## src/running_median_two_heaps_assert.svh

```systemverilog
// Assertion macros for the running median block.
// Used by the datapath; needs nothing else.
`ifndef RUNNING_MEDIAN_TWO_HEAPS_ASSERT_SVH
`define RUNNING_MEDIAN_TWO_HEAPS_ASSERT_SVH

// same-cycle implication
`define RMTH_ASSERT_NOW(label, clk, rst, ante, cons) \
   label: assert property (@(posedge clk) disable iff (rst) (ante) |-> (cons)) \
      else $error("rmth assertion failed");

// next-cycle implication
`define RMTH_ASSERT_NEXT(label, clk, rst, ante, cons) \
   label: assert property (@(posedge clk) disable iff (rst) (ante) |=> (cons)) \
      else $error("rmth assertion failed");

`endif

```

## src/rmth_pkg.sv

```systemverilog
// Shared types, constants and helpers of the running median block.
// No dependencies.
package rmth_pkg;

   localparam int RMTH_CAPACITY = 1024;
   localparam int RMTH_DATA_W   = 32;

   // controller states
   typedef enum logic [3:0] {
      ST_IDLE, ST_CHECK, ST_PUSH, ST_UP_RD, ST_UP_CMP, ST_BAL,
      ST_POP_RT, ST_POP_RL, ST_POP_SET, ST_DN_RL, ST_DN_RR, ST_DN_CMP,
      ST_FIN, ST_MED_RD, ST_EMIT, ST_OVF
   } state_type;

   // datapath operations
   typedef enum logic [3:0] {
      OP_NONE, OP_LOAD, OP_PUSH, OP_UP_RD, OP_UP_CMP, OP_POP_RT, OP_POP_RL,
      OP_POP_SET, OP_DN_RL, OP_DN_RR, OP_DN_CMP, OP_MED_RD, OP_EMIT_MED,
      OP_EMIT_OVF
   } op_type;

   // heap select: lower is the max-heap, upper the min-heap
   localparam logic HEAP_LOWER = 1'b0;
   localparam logic HEAP_UPPER = 1'b1;

   typedef struct packed {
      op_type op;
      logic   sel;   // heap worked on
      logic   src;   // push value: 0 sample, 1 popped top
   } cmd_type;

   typedef struct packed {
      logic full;
      logic to_lower;
      logic idx_zero;
      logic up_stop;
      logic dn_stop;
      logic need_up;
      logic need_low;
      logic odd;
      logic out_free;
   } status_type;

   // heap order: true if a belongs above b
   function automatic logic ranks_above(input logic signed [RMTH_DATA_W-1:0] a,
                                        input logic signed [RMTH_DATA_W-1:0] b,
                                        input logic sel);
      ranks_above = (sel == HEAP_LOWER) ? (a > b) : (a < b);
   endfunction

endpackage

```

## src/rmth_ctrl.sv

```systemverilog
// Sequencer of the running median block: drives datapath operations.
// Depends on rmth_pkg.
module rmth_ctrl import rmth_pkg::*; (
   input  logic       clock,
   input  logic       reset,
   input  logic       req_tvalid,
   output logic       req_tready,
   input  status_type status,
   output cmd_type    cmd
);
   state_type state_ff, state_in;
   logic      sel_ff, sel_in;
   logic      src_ff, src_in;

   always_ff @(posedge clock) begin
      if (reset) begin
         state_ff <= ST_IDLE;
         sel_ff   <= HEAP_UPPER;
         src_ff   <= 1'b0;
      end else begin
         state_ff <= state_in;
         sel_ff   <= sel_in;
         src_ff   <= src_in;
      end
   end

   // next state
   always_comb begin
      state_in = state_ff;
      sel_in   = sel_ff;
      src_in   = src_ff;
      case (state_ff)
         ST_IDLE:    if (req_tvalid) state_in = ST_CHECK;
         ST_CHECK: begin
            if (status.full) begin
               state_in = ST_OVF;
            end else begin
               state_in = ST_PUSH;
               sel_in   = status.to_lower ? HEAP_LOWER : HEAP_UPPER;
               src_in   = 1'b0;
            end
         end
         ST_OVF:     if (status.out_free) state_in = ST_IDLE;
         ST_PUSH:    state_in = ST_UP_RD;
         ST_UP_RD:   state_in = status.idx_zero ? ST_BAL : ST_UP_CMP;
         ST_UP_CMP:  state_in = status.up_stop ? ST_BAL : ST_UP_RD;
         ST_BAL: begin
            if (status.need_up) begin
               state_in = ST_POP_RT;
               sel_in   = HEAP_UPPER;
            end else if (status.need_low) begin
               state_in = ST_POP_RT;
               sel_in   = HEAP_LOWER;
            end else begin
               state_in = ST_FIN;
            end
         end
         ST_POP_RT:  state_in = ST_POP_RL;
         ST_POP_RL:  state_in = ST_POP_SET;
         ST_POP_SET: state_in = ST_DN_RL;
         ST_DN_RL:   state_in = ST_DN_RR;
         ST_DN_RR:   state_in = ST_DN_CMP;
         ST_DN_CMP: begin
            if (status.dn_stop) begin
               state_in = ST_PUSH;
               sel_in   = ~sel_ff;
               src_in   = 1'b1;
            end else begin
               state_in = ST_DN_RL;
            end
         end
         ST_FIN: begin
            if (!status.odd) state_in = ST_IDLE;
            else if (status.out_free) state_in = ST_MED_RD;
         end
         ST_MED_RD:  state_in = ST_EMIT;
         ST_EMIT:    state_in = ST_IDLE;
         default:    state_in = ST_IDLE;
      endcase
   end

   // outputs
   always_comb begin
      cmd.sel    = sel_ff;
      cmd.src    = src_ff;
      cmd.op     = OP_NONE;
      req_tready = 1'b0;
      case (state_ff)
         ST_IDLE: begin
            req_tready = 1'b1;
            if (req_tvalid) cmd.op = OP_LOAD;
         end
         ST_OVF:     if (status.out_free) cmd.op = OP_EMIT_OVF;
         ST_PUSH:    cmd.op = OP_PUSH;
         ST_UP_RD:   cmd.op = OP_UP_RD;
         ST_UP_CMP:  cmd.op = OP_UP_CMP;
         ST_POP_RT:  cmd.op = OP_POP_RT;
         ST_POP_RL:  cmd.op = OP_POP_RL;
         ST_POP_SET: cmd.op = OP_POP_SET;
         ST_DN_RL:   cmd.op = OP_DN_RL;
         ST_DN_RR:   cmd.op = OP_DN_RR;
         ST_DN_CMP:  cmd.op = OP_DN_CMP;
         ST_MED_RD: begin
            cmd.op  = OP_MED_RD;
            cmd.sel = HEAP_UPPER;
         end
         ST_EMIT: begin
            cmd.op  = OP_EMIT_MED;
            cmd.sel = HEAP_UPPER;
         end
         default:    cmd.op = OP_NONE;
      endcase
   end
endmodule

```

## config.mk

```make
export PLATFORM = sky130hd
export DESIGN_NAME = rmth_ctrl
export DESIGN_NICKNAME = d
export VERILOG_FILES = /design/src/running_median_two_heaps_assert.svh /design/src/rmth_pkg.sv /design/src/rmth_ctrl.sv
export SDC_FILE = /design/constraint.sdc
export NUM_CORES = 1
export LEC_CHECK = 0
export ABC_AREA = 1
export CORE_UTILIZATION = 40
export DETAILED_ROUTE_END_ITERATION = 12
export DONT_BUFFER_PORTS = 1
export GPL_TIMING_DRIVEN = 0
export PLACE_DENSITY_LB_ADDON = 0.05
export SYNTH_ARGS = -nofsm -noshare
export SYNTH_HDL_FRONTEND = slang
export SYNTH_SLANG_ARGS = --single-unit
```

## constraint.sdc

```tcl
create_clock -name clock -period 1.4 [get_ports clock]
set_input_delay 0.14 -clock clock [delete_from_list [all_inputs] [get_ports clock]]
set_output_delay 0.14 -clock clock [all_outputs]
set_load 0.02 [all_outputs]
```

# Word level (Yosys, flattened, before mapping)
# Cells that the tools add are included.
# W data, S select, Z words.
[totals] out_inout_bits=7 input_bits=12 elab_cells=57 reg_bits=6
[classes] mux=25 n_reduce_logical=7 bitwise=1 n_eq_ne=21
[ops] op="$pmux W4 S16" count=1
[ops] op="$pmux W4 S13" count=1
[ops] op="$mux W4" count=9
[ops] op="$eq A4 B4 Y1 const B" count=8
[ops] op="$eq A4 B3 Y1 const B" count=4
[ops] op="$mux W1" count=11
[ops] op="$eq A4 B2 Y1 const B" count=2
[ops] op="$ne A2 B2 Y1 const B" count=4
[ops] op="$ne A3 B3 Y1 const B" count=2
[ops] op="$reduce_and A3 Y1" count=2
[ops] op="$eq A4 B1 Y1 const B" count=1
[ops] op="$logic_not A4 Y1" count=1
[ops] op="$reduce_and A4 Y1" count=1
[ops] op="$mux W3" count=1
[ops] op="$pmux W1 S3" count=1
[ops] op="$reduce_bool A3 Y1" count=1
[ops] op="$pmux W1 S2" count=1
[ops] op="$reduce_bool A2 Y1" count=1
[ops] op="$reduce_or A2 Y1" count=1
[ops] op="$not A1 Y1" count=1

# Logic depth before layout (Yosys ltp)
# Gate-level depths: netlist of the first run.
[logic_depth] word_depth=3 ltp_mapped=9 depth_no_buf=9

# Least setup slack after synthesis of the first run
# No wires, ideal clock.
[synth_path] kind="register to output" startpoint="reg state_ff[3]" endpoint="out cmd[2] (netlist name)" t_required_ps=1260 path_buffers=0 path_stages_with_launch=4 t_arrival_ps=1202 setup_slack_ps=58 path_cell_list="dfxtp_1 > nor2_1 > nand2_1 > o2111ai_1"
[synth_rtl] element="from (decl)" line_no="rmth_ctrl.sv:11" rtl="state_type state_ff, state_in;"
[synth_rtl] element="from (signal assigned)" line_no="rmth_ctrl.sv:21" rtl="state_ff <= state_in;"
[synth_rtl] element="to (decl)" line_no="rmth_ctrl.sv:9" rtl="output cmd_type cmd"

==> results.md, run 1 <==
Status:
- The flow ran to the end, and the final reports show no timing, DRC or antenna violations.

STA:
- The maximum clock frequency is 728 MHz.
- In this run the tightest slew margin relative to its limit is 82.2%.
- The shortest period the worst path allows is 1370 ps.
- The worst slack on hold paths is 25.6 ps.
- On the final layout, the worst clock skew is 9.27 ps.
- The final setup violation count is 0.
- Setup repair after global routing could not meet its margin everywhere.
- The number of max-slew violations in the final report is 0.
- The count of final hold-check violations is 0.
- After layout, the worst path uses 98.1% of the clock period.
- The actual slew at the worst max-slew pin is 266 ps.

Die:
- The number of ports placed on the die boundary is 19.
- Measured along the y axis, the die boundary spans 40.6 um.
- The number of placement rows is 13.
- Once the floorplan was initialized, standard cells occupied 44.2% of the core.
- The total die area is 1650 um^2.
- The core region is 1350 um^2.
- The width of the die is 40.6 um.

Yosys:
- The number of cells produced by synthesis is 116.
- Summing every instance area after synthesis gives 597 um^2.
- The count of yosys warnings during synthesis is 0.
- The synthesized design contains 6 register bits.
- The count of cell types in the netlist is 16.
- The average instance in the mapped netlist occupies 5.15 um^2.
- The post-synthesis net count is 128.
- For this run, the register share of the synthesized area comes to 20.1%.

Pwr:
- The power share of the combinational group is 66.4%.
- The worst-case IR drop observed on VDD is 1140 uV.
- The switching share of power is 54.8%.
- The internal cell power is 761 uW.
- The static leakage is 0.000463 uW.
- In this run the power density over the cells is 1990 nW/um^2.
- The switching power is 922 uW.
- Overall power consumption after layout is estimated at 1680 uW.
- The relative contribution of sequential cells to total power is 23.9%.
- In this run, the clock network consumes 9.7% of the power.

Cells and area:
- The multi-input combinational cell area is 532 um^2.
- The post-synthesis to final-layout area growth is 41.7%.
- The number of fill cells in the layout is 135.
- The fraction of final layout cells sized beyond drive strength 1 is 36.8%.
- For this run, the share of the core covered by cells in the final layout is 62.7%.
- After the flow finishes, the layout carries non-filler instances totaling 140.
- Registers take 135 um^2.
- The number of antenna diodes in the final layout is 0.
- After the last flow step, the layout net total stands at 139.

CTS:
- The buffer cell driving the clock tree root is clkbuf_4.
- The clock insertion delay at the later pin of the skew report is 250 ps.
- The CTS tree is done.
- Clock tree synthesis inserted a total of 3 buffers.
- The count of H-tree levels built during CTS is 1.
- Clock tree synthesis found a total of 6 sinks.
- The worst-case clock buffer depth is 2.
- The clock-pin slew of the registers on the worst-case setup and hold paths is 50 ps.

Critical path:
- The number of buffers and inverters on the critical path is 1.
- The signal on the critical path passes through inv_4 -> nor2_4 -> nand2_4 -> nand3_2 -> a21oi_2 -> nand2_2.
- The slowest stage of the critical path belongs to the cell dfxtp_4.
- At the worst endpoint, the arrival time is 1230 ps.
- The maximum single-stage delay on the critical path is 400 ps.
- The worst setup path is of the reg -> out kind.
- The cell family contributing the most delay on the critical path is simple AND/OR/NAND/NOR gates.
- In this run the worst path has a maximum fanout of 5.
- The nature of the critical path endpoint is an output pin.
- Data on the critical path is required at its endpoint by 1260 ps.
- The worst setup path is launched from a flip-flop.

Drt:
- The DRC violation count after routing is 0.
- The routed wire length per instance is 14.1 um.
- The antenna violation net count after detailed routing is 0.
- The detailed-route vias per instance is 5.54.
- The number of iterations in the first detailed-routing pass is 4.
- The post-detailed-routing wire length is 1980 um.
- The first-iteration detailed-routing DRC count is 20.
- The final route contains 776 vias.

Placed design:
- The cell count after placement is 131.
- The total half-perimeter wirelength after legalization and detailed placement is 1350 um.
- In this run the tool buffered the top-level ports with 0 buffer cells.
- Routability-driven placement finished with a final weighted congestion of 0.901.

Global route:
- The total grt overflow is 0.
- The via count of the first global-routing pass was 693.
- The largest net degree at the start of global routing is 8.
- The first-pass GRT wire length is 2810 um.
- The number of antenna violations at the first check in global routing was 0.
- Global routing used 26.4% of the available tracks across all layers.

Worst hold path:
- The path class of the tightest hold or removal check is in -> reg.

Flow run:
- Across the run, the number of max-cap violations was 0.
[per-stage QoR]
stage	setup TNS, ps	area, um^2	worst slack (ps)
floorplan	0	597	58.0
global placement	-574	616	-196
detailed placement	-395	616	-173
CTS	-5.48	749	-5.48
global route	-47.7	846	-31.9
finish	0	846	26.5
[metal layers]
layer | global-route usage [%] | up-vias | share of wire (%)
li1 | - | 386 | -
met1 | 31.4 | 356 | 43
met2 | 46.0 | 34 | 50
met3 | 7.61 | 0 | 6.3
met4 | 6.67 | 0 | 0
met5 | 0 | - | 0
[logic make-up after synthesis]
kind of cell	Yosys count	share of synthesized area (%)
and+or+nand+nor	78	55.1
buffers and inverters	20	13.2
AOI/OAI and AO/OA	12	11.5
DFF	6	20.1
[path summary, 6_finish.rpt]
kind / startpoint / endpoint / depth (start not counted) / slack [ps]
max: state_ff[0] / cmd[3] / 6 / 30
min: reset / sel_ff / 2 / 30
max reg2reg: state_ff[2] / state_ff[3] / 8 / 90
min reg2reg: src_ff / src_ff / 2 / 460
[synthesized netlist by cell type]
master	n	share of area, %
nand3_1	9	7.5
nor2_2	2	2.1
nor3_1	1	0.84
nand3_2	1	1.7
o2111ai_1	1	1.5
buf_4	1	1.3
inv_1	17	11
or2_2	1	1.0
nor2_1	18	11
a21oi_1	7	5.9
nand4_1	4	4.2
o21ai_0	2	1.7
dfxtp_1	6	20
nand2_1	42	26
o211ai_1	2	2.5
inv_2	2	1.3
[what timing repair did]
| action | in CTS | in global routing |
|---|---|---|
| gates cloned | 0 | 0 |
| pin swaps | 3 | 6 |
| gates resized for setup | 26 | 25 |
| endpoints found under the setup margin | 11 | 5 |
| buffers inserted | 3 | 2 |
| hold endpoints to repair | 4 | 0 |
| hold buffers | 1 | 0 |
[layout by cell type, fill, tap and decap left out, drive strengths merged]
cell,count
nor3,1
o211ai,2
inv,19
or2,1
nand4,4
clkbuf,3
dlygate4sd3,1
nand3,10
nor2,20
nand2,42
dfxtp,6
a21oi,7
o2111ai,1
o21ai,2
buf,6
[area by class of cell]
cell class | count | share of cell area, %
buffer | 1 | 0.888
timing repair buffer | 6 | 6.07
multi-input combinational | 90 | 62.9
sequential | 6 | 16.0
clock buffer | 3 | 2.66
tap | 15 | 2.22
inverter | 19 | 9.32
[power groups by stage]
stage | Sequential (uW) | Combinational [uW] | Clock, uW
finish | 402 | 1120 | 163
global route | 406 | 1220 | 180
CTS | 353 | 957 | 169
detailed placement | 308 | 775 | 0
global placement | 309 | 772 | 0
floorplan | 289 | 649 | 0
[registers in the layout (all words and copies together), names as in the netlist]
signal and flops:
sel_ff 1, src_ff 1, state_ff 4
Note: power is estimated with default switching activity, not from simulation.
==> run 2, diff against run 1 <==
--- a/config.mk
+++ b/config.mk
@@ -5,7 +5,6 @@
 export SDC_FILE = /design/constraint.sdc
 export NUM_CORES = 1
 export LEC_CHECK = 0
-export ABC_AREA = 1
 export CORE_UTILIZATION = 40
 export DETAILED_ROUTE_END_ITERATION = 12
 export DONT_BUFFER_PORTS = 1
@@ -14,3 +13,4 @@
 export SYNTH_ARGS = -nofsm -noshare
 export SYNTH_HDL_FRONTEND = slang
 export SYNTH_SLANG_ARGS = --single-unit
+export TNS_END_PERCENT = 20
==> run 2 against run 1 <==
Against the previous run: the run now ends with setup timing left; worst setup slack worse by 100 ps; combinational power up 33%; critical endpoint is now state_ff[0]; critical path depth down 2.
==> results.md, run 2 <==
Status:
- The flow ran to the end, but the final reports show violations.
- The final reports fail on setup timing.

Placed design:
- The total half-perimeter wirelength after legalization and detailed placement is 1340 um.
- In this run the cell area measured after placement is 679 um^2.
- The routability congestion estimate is 0.856.
- During placement, the flow inserted port buffers numbering 0.

Die:
- The width of the die is 42.4 um.
- The initial utilization of the core area, before any placement, comes to 42.9%.
- In this run the core area contains 14 standard-cell rows.
- The total die area is 1800 um^2.
- 19 I/O pins were placed.
- The floorplan step set the die height to 42.4 um.
- The core region area is 1520 um^2.

STA:
- The final setup violation count is 6.
- For the pin with the worst max-slew slack, the measured transition is 411 ps.
- Subtracting the final worst setup slack from the clock period gives 1470 ps.
- After layout, the worst setup slack is -73.6 ps.
- The relative slew slack is 72.4%.
- For the final database, setup skew stands at 4.69 ps.
- Setup repair after global routing could not meet its margin everywhere.
- The worst slack on hold paths is 95.3 ps.
- The worst path uses 105% of the clock period.
- The number of max-slew violations in the final report is 0.
- The maximum clock frequency is 679 MHz.
- The count of final hold-check violations came to 0.

Cells and area:
- The repair_antennas step left the layout with diodes totalling 0.
- The largest registers in the layout are state_ff (4), sel_ff (1), src_ff (1).
- The final instance area is 937 um^2.
- The register area is 129 um^2.
- Relative to the synthesized area, the layout overhead comes to 43.5%.
- In the layout the commonest cells are 8 x a21oi_1, 6 x buf_6, 5 x nand2_1, 5 x buf_4.
- The register with the most flip-flops is state_ff.
- The most common cell after layout, fill and taps aside is a21oi_1.
- The register with the most flip-flops in the layout has 4 of them.
- The net count of the finished layout is 117.
- Cells with a size suffix above 1 make up 42.7% of the layout.
- The multi-input combinational cells in the finished layout cover a total of 577 um^2.
- Counting the fill cells in the layout gives 128.

Yosys:
- The synthesized design spends more area on one cell type than any other, namely dfxtp_1.
- The register bit count reported by yosys is 6.
- The dominant synthesized flop cell is dfxtp_1.
- The count of yosys warnings during synthesis is 0.
- The proportion of netlist area held by the largest area contributor is 18.4%.
- a21oi_1 is the most common cell in the netlist.
- Of all flip-flops after synthesis, the portion carrying an async set or reset was 0%.
- In this run the mean area of a mapped cell was 7.02 um^2.
- The count of cell types in the netlist is 39.
- Sorting the synthesized cells by area gives the leading types as dfxtp_1 18%, a21oi_1 7.7%, o21ai_1 4.6%.
- The post-synthesis net count is 105.
- The number of cells produced by synthesis is 93.
- Of the synthesized area, sequential elements account for 18.4%.
- In this run, synthesis inferred 0 flip-flops with an integrated enable.
- The mapped netlist covers 653 um^2.
- The commonest cells after synthesis are 10 x a21oi_1, 6 x dfxtp_1, 6 x nand2_1, 6 x nor2_1, 6 x o21ai_1.

Critical path:
- The nature of the critical path endpoint is a flip-flop.
- For the worst setup path, the data required time is 1550 ps.
- The worst endpoint data arrival time is 1620 ps.
- The worst setup path is launched from a flip-flop.
- The critical path start-end classification is reg -> reg.
- In this run the worst path has a maximum fanout of 4.

Pwr:
- The worst-case vdd ir drop is 1090 uV.
- The total power density per cell area is 2090 nW/um^2.
- In this run the static leakage power is 0.000343 uW.
- The total design power is 1960 uW.

Drt:
- After detailed routing, the average wire length per cell comes to 18.2 um.
- The number of iterations in the first detailed-routing pass is 5.
- After detailed routing, the number of vias per cell comes to 6.75.
- In this run the remaining antenna-violating nets after routing total 0.
- After detailed routing, the total wire length is 2170 um.
- The DRC violation count after routing is 0.
- The routed layout has 803 vias.
- The first-iteration detailed-routing DRC count is 24.

Global route:
- The number of antenna violations at the first check in global routing is 0.
- The first global-routing pass estimated 3260 um of wire.
- The via count of the first global-routing pass is 720.
- The total routing usage reported by global routing is 24.4%.
- Global routing finished with a remaining overflow of 0.
- Entering global routing, the biggest net connects 11 pins.

CTS:
- The count of H-tree levels built during CTS is 1.
- The number of buffers created by CTS is 3.
- The CTS tree is done.
- The worst-case clock buffer depth is 2.
- Counting every sink on the clock net gives 6.
- The buffer cell driving the clock tree root is clkbuf_4.
- Clock-pin slew was measured on the worst setup and hold paths at 50 ps.
- The later pin in the worst-skew pair is clocked with a latency of 250 ps.

Flow run:
- The max-capacitance violation count is 0.

Worst hold path:
- The class of the worst hold path is in -> reg.
[run 2: cell types whose count changed after synthesis, sizes merged, moves of 7 or more]
| cell | delta |
|---|---|
| nand2 | -36 |
| inv | -14 |
| nor2 | -14 |
| nand3 | -8 |
| o21ai | +8 |
| buf | +7 |
[run 2: cell type report]
class                   count  share of cell area, %
multi-input cells          73                   61.5
flip-flops and latches      6                   13.8
plain buffers               9                   11.2
repair buffers              7                   6.68
clock buffers               3                   2.40
inverters                   5                   2.27
well taps                  16                   2.14
[run 2: final timing paths]
path / startpoint / to / slack, ps / depth (start not counted)
max reg2reg: state_ff[1] / state_ff[0] / -70 / 4
min reg2reg: src_ff / src_ff / 490 / 2
max: state_ff[1] / state_ff[0] / -70 / 4
min: status[8] / src_ff / 100 / 2
[run 2: power by group]
part	total, uW	leakage (uW)	internal (uW)	switching, uW
Clock	166	0.0000138	97.4	68.7
Combinational	1490	0.000279	652	843
Sequential	301	0.0000509	237	63.6
Total	1960	0.000343	987	975
[run 2: cells by family after synthesis]
| family | share of synthesized area (%) |
|---|---|
| buffers and inverters | 10.7 |
| XOR/XNOR | 4.02 |
| flip-flops | 18.4 |
| AO/OA/AOI/OAI | 39.1 |
| AND/OR/NAND/NOR | 26.2 |
| multiplexers | 1.53 |
[run 2: per-layer routing]
layer	global-route usage [%]	vias up	share of wire, %
met4	11.9	0	3.6
met5	0	-	0
met3	10.3	14	9.5
met2	36.6	52	46
met1	29.6	366	40
li1	-	371	-
[run 2: worst max-delay path, stage by stage (launching register included)]
cell and delay, ps:
dfxtp_4 360, buf_6 120, nor4_4 430, nand2b_1 180, a311oi_2 280
[run 2: repair_timing]
| action | in CTS | in global routing |
|---|---|---|
| resized for setup | 33 | 14 |
| endpoints found under the hold margin | 5 | 0 |
| pin swaps | 4 | 5 |
| hold buffers | 1 | 0 |
| buffers inserted | 5 | 1 |
| gates cloned | 0 | 0 |
| endpoints found under the setup margin | 9 | 9 |
[run 2: metrics by stage]
step	setup slack (ps)	std cells	utilization, %	TNS, ps
after floorplan	-43.0	93	-	-45.2
after global placement	-158	109	44.6	-771
after detailed placement	-140	109	44.6	-782
after CTS	-54.5	118	57.3	-256
after global routing	-160	119	61.5	-836
final	-73.6	119	61.5	-302
==> run 3, diff against run 2 <==
==> constraint.sdc (replaced) <==
create_clock -name clock -period 1.4 [get_ports clock]
set_input_delay 0.21 -clock clock [delete_from_list [all_inputs] [get_ports clock]]
set_output_delay 0.21 -clock clock [all_outputs]
set_load 0.02 [all_outputs]
==> run 3 against run 2 <==
Against the previous run: the run still ends with setup timing left; combinational power increased by 11%; clock power rose by 2%; sequential cell count stayed put; count of clock-buffer cells in the layout unchanged; total power is 9.0% higher; first-iteration DRC count down 33%; critical endpoint unchanged.
==> results.md, run 3 (synthesis gave the netlist of run 2 again) <==
Critical path:
- Counting both buffers and inverters, the worst setup path holds a total of 1.
- The element type at the critical path start is a flip-flop.
- The startpoint identified for the worst register-to-register timing path is state_ff[1].
- The worst endpoint data arrival time is 1660 ps.
- The number of cells on the worst reg-to-reg path is 5.
- The biggest fanout along the worst timing path is 5.
- In this run the critical register-to-register path is captured at state_ff[0].
- The critical path goes through buf_4 -> or3b_1 -> a211o_1 -> a21oi_2 -> a311oi_2.
- The setup path with the least slack is of type reg -> reg.
- The slowest stage of the critical path is the or3b_1 cell.
- The worst register-to-register path has a setup slack of -130 ps.
- The nature of the critical path endpoint is a flip-flop.
- The maximum single-stage delay on the critical path is 370 ps.
- The required time at the endpoint of the critical path is 1520 ps.
- The cell type group with the largest total delay on the critical path is compound AO/OA/AOI/OAI gates.

Global route:
- The total routing usage reported by global routing is 24.2%.
- After global routing the overflow that remains totals 0.
- The via count of the first global-routing pass came to 728.
- The number of antenna violations at the first check in global routing is 0.
- The first global-routing pass estimated 3240 um of wire.
- The largest net degree at the start of global routing is 11.

Drt:
- Before antenna repair, the detailed router went through 4 iterations.
- The first-iteration detailed-routing DRC count is 16.
- Once detail routing completed, the nets flagged for antenna violations numbered 0.
- The routed wire length per instance is 17.9 um.
- The DRC violation count after routing is 0.
- The final layout contains routed wiring with a total length of 2220 um.
- The routed via count is 831.
- Using the TritonRoute via totals, the vias-per-cell ratio works out to 6.70.

CTS:
- After clock tree synthesis, the clock-pin slew on the worst setup and hold paths is 50 ps.
- The buffer cell driving the clock tree root is clkbuf_4.
- The number of buffers created by CTS is 3.
- The count of H-tree levels built during CTS is 1.
- The clock insertion delay at the later pin of the skew report is 260 ps.
- TritonCTS built the clock tree.
- The worst-case clock buffer depth is 2.
- The sink count of the clock tree is 6.

STA:
- Setup repair after global routing could not meet its margin everywhere.
- Timing would allow up to 653 MHz.
- The smallest clock period supported by the final layout is computed as 1530 ps.
- The final setup violation count is 8.
- The clock skew after layout is 6.85 ps.
- The number of max-slew violations in the final report was 0.
- In the finished design, the share of the clock period the worst path needs comes to 109%.
- Across all setup checks in the final design, the least slack found is -132 ps.
- The actual slew at the worst max-slew pin is 410 ps.
- The worst slack on hold paths is 12.3 ps.
- The worst pin sits at a relative slew slack of 72.4%.
- The count of final hold-check violations came to 0.

Cells and area:
- In the final layout, the registers with the most flip-flops are state_ff (4), sel_ff (1), src_ff (1).
- The number of fill cells in the layout is 115.
- The antenna diode count is 0.
- The number of flip-flops in the largest register is 4.
- The post-route netlist has 47.2% of its cells at a drive strength greater than 1.
- Relative to the synthesized area, the layout overhead comes to 56.9%.
- The filler-free cell count of the finished design is 124.
- More flip-flops sit in one register than any other, and that register is state_ff.
- The most common cell after layout, fill and taps aside is buf_4.
- The net count of the finished layout is 122.
- In the layout the commonest cells are 12 x buf_4, 8 x a21oi_1, 6 x nand2_1.
- After routing the design area is 1020 um^2.

Placed design:
- After detailed placement, the total cell area comes to 679 um^2.
- Detailed placement ended at an HPWL of 1340 um.
- At the placement stage, the worst setup path has a slack of -210 ps.
- The number of buffers inserted by port buffering is 0.
- The congestion estimate from routability-driven global placement came to 0.856.
- The cell count after placement is 109.

Die:
- For this configuration, the core starts out at a cell density of 42.9%.
- In this run the horizontal extent of the chip is 42.4 um.
- The die covers 1800 um^2.
- The number of placement rows is 14.
- During I/O placement, the number of pins put on the boundary was 19.
- After floorplanning, the core was sized to cover 1520 um^2.
- In this run the vertical extent of the chip is 42.4 um.

Pwr:
- Summing internal, switching and leakage power gives 2140 uW.
- Power spread over the standard cell area amounts to 2090 nW/um^2.
- The worst-case vdd ir drop is 1020 uV.
- The static leakage is 0.000380 uW.

Flow run:
- The tool flagged a number of max-cap violations equal to 0.

Status:
- The final reports fail on setup timing.
- The flow ran to the end, but the final reports show violations.

Worst hold path:
- The depth of the worst hold-timing path is 1.
- The class of the worst hold path is in -> reg.
- The worst hold path begins at reset.
- The worst hold path terminates at state_ff[0].
run 3: worst max path at each step:
stage / start / to / slack, ps / cells past startpoint
3_3_place_gp: state_ff[1] / cmd[2] / -230 / 3
6_report: state_ff[1] / state_ff[0] / -130 / 5
2_1_floorplan: state_ff[2] / cmd[2] / -110 / 4
4_1_cts: state_ff[1] / cmd[2] / -100 / 5
3_5_place_dp: state_ff[1] / cmd[4] / -210 / 5
5_1_grt: state_ff[3] / cmd[4] / -180 / 4
run 3: stage by stage:
step	setup TNS, ps	utilization, %
6_report	-653	67.2
5_1_grt	-1140	67.2
4_1_cts	-527	60.6
3_5_place_dp	-1130	44.6
3_3_place_gp	-1120	44.6
2_1_floorplan	-210	-
run 3: power breakdown:
| part | total (uW) | switching, uW | internal, uW |
|---|---|---|---|
| combinational | 1660 | 890 | 771 |
| clock | 170 | 72.2 | 97.6 |
| sequential | 308 | 67.2 | 240 |
| total | 2140 | 1030 | 1110 |
run 3: repair_timing:
action	CTS	global route
cloned	0	0
endpoints found under the setup margin	10	9
pin swaps	9	6
endpoints found under the hold margin	0	2
buffers inserted	9	2
hold buffers	0	1
gates resized for setup	39	15
run 3: layer usage:
metal | track usage [%] | vias up | share of wire, %
met5 | 0 | - | 0
met4 | 9.38 | 0 | 3.7
met3 | 9.91 | 11 | 9.1
met2 | 38.5 | 46 | 47
met1 | 28.7 | 394 | 40
li1 | - | 380 | -
run 3: final cells by class:
type                       count  area (um^2)  share of cell area, %
tap                           16         20.0                   1.95
inverter                       5         18.8                   1.83
clock buffer                   3         22.5                   2.20
timing repair buffer          12         96.3                   9.40
sequential                     6          131                   12.8
buffer                         9          114                   11.1
multi-input combinational     73          622                   60.7
run 3: worst register-to-register path, stage by stage (launching register included):
cell	delay (ps)
dfxtp_4	340
buf_4	150
or3b_1	370
a211o_1	330
a21oi_2	150
a311oi_2	60
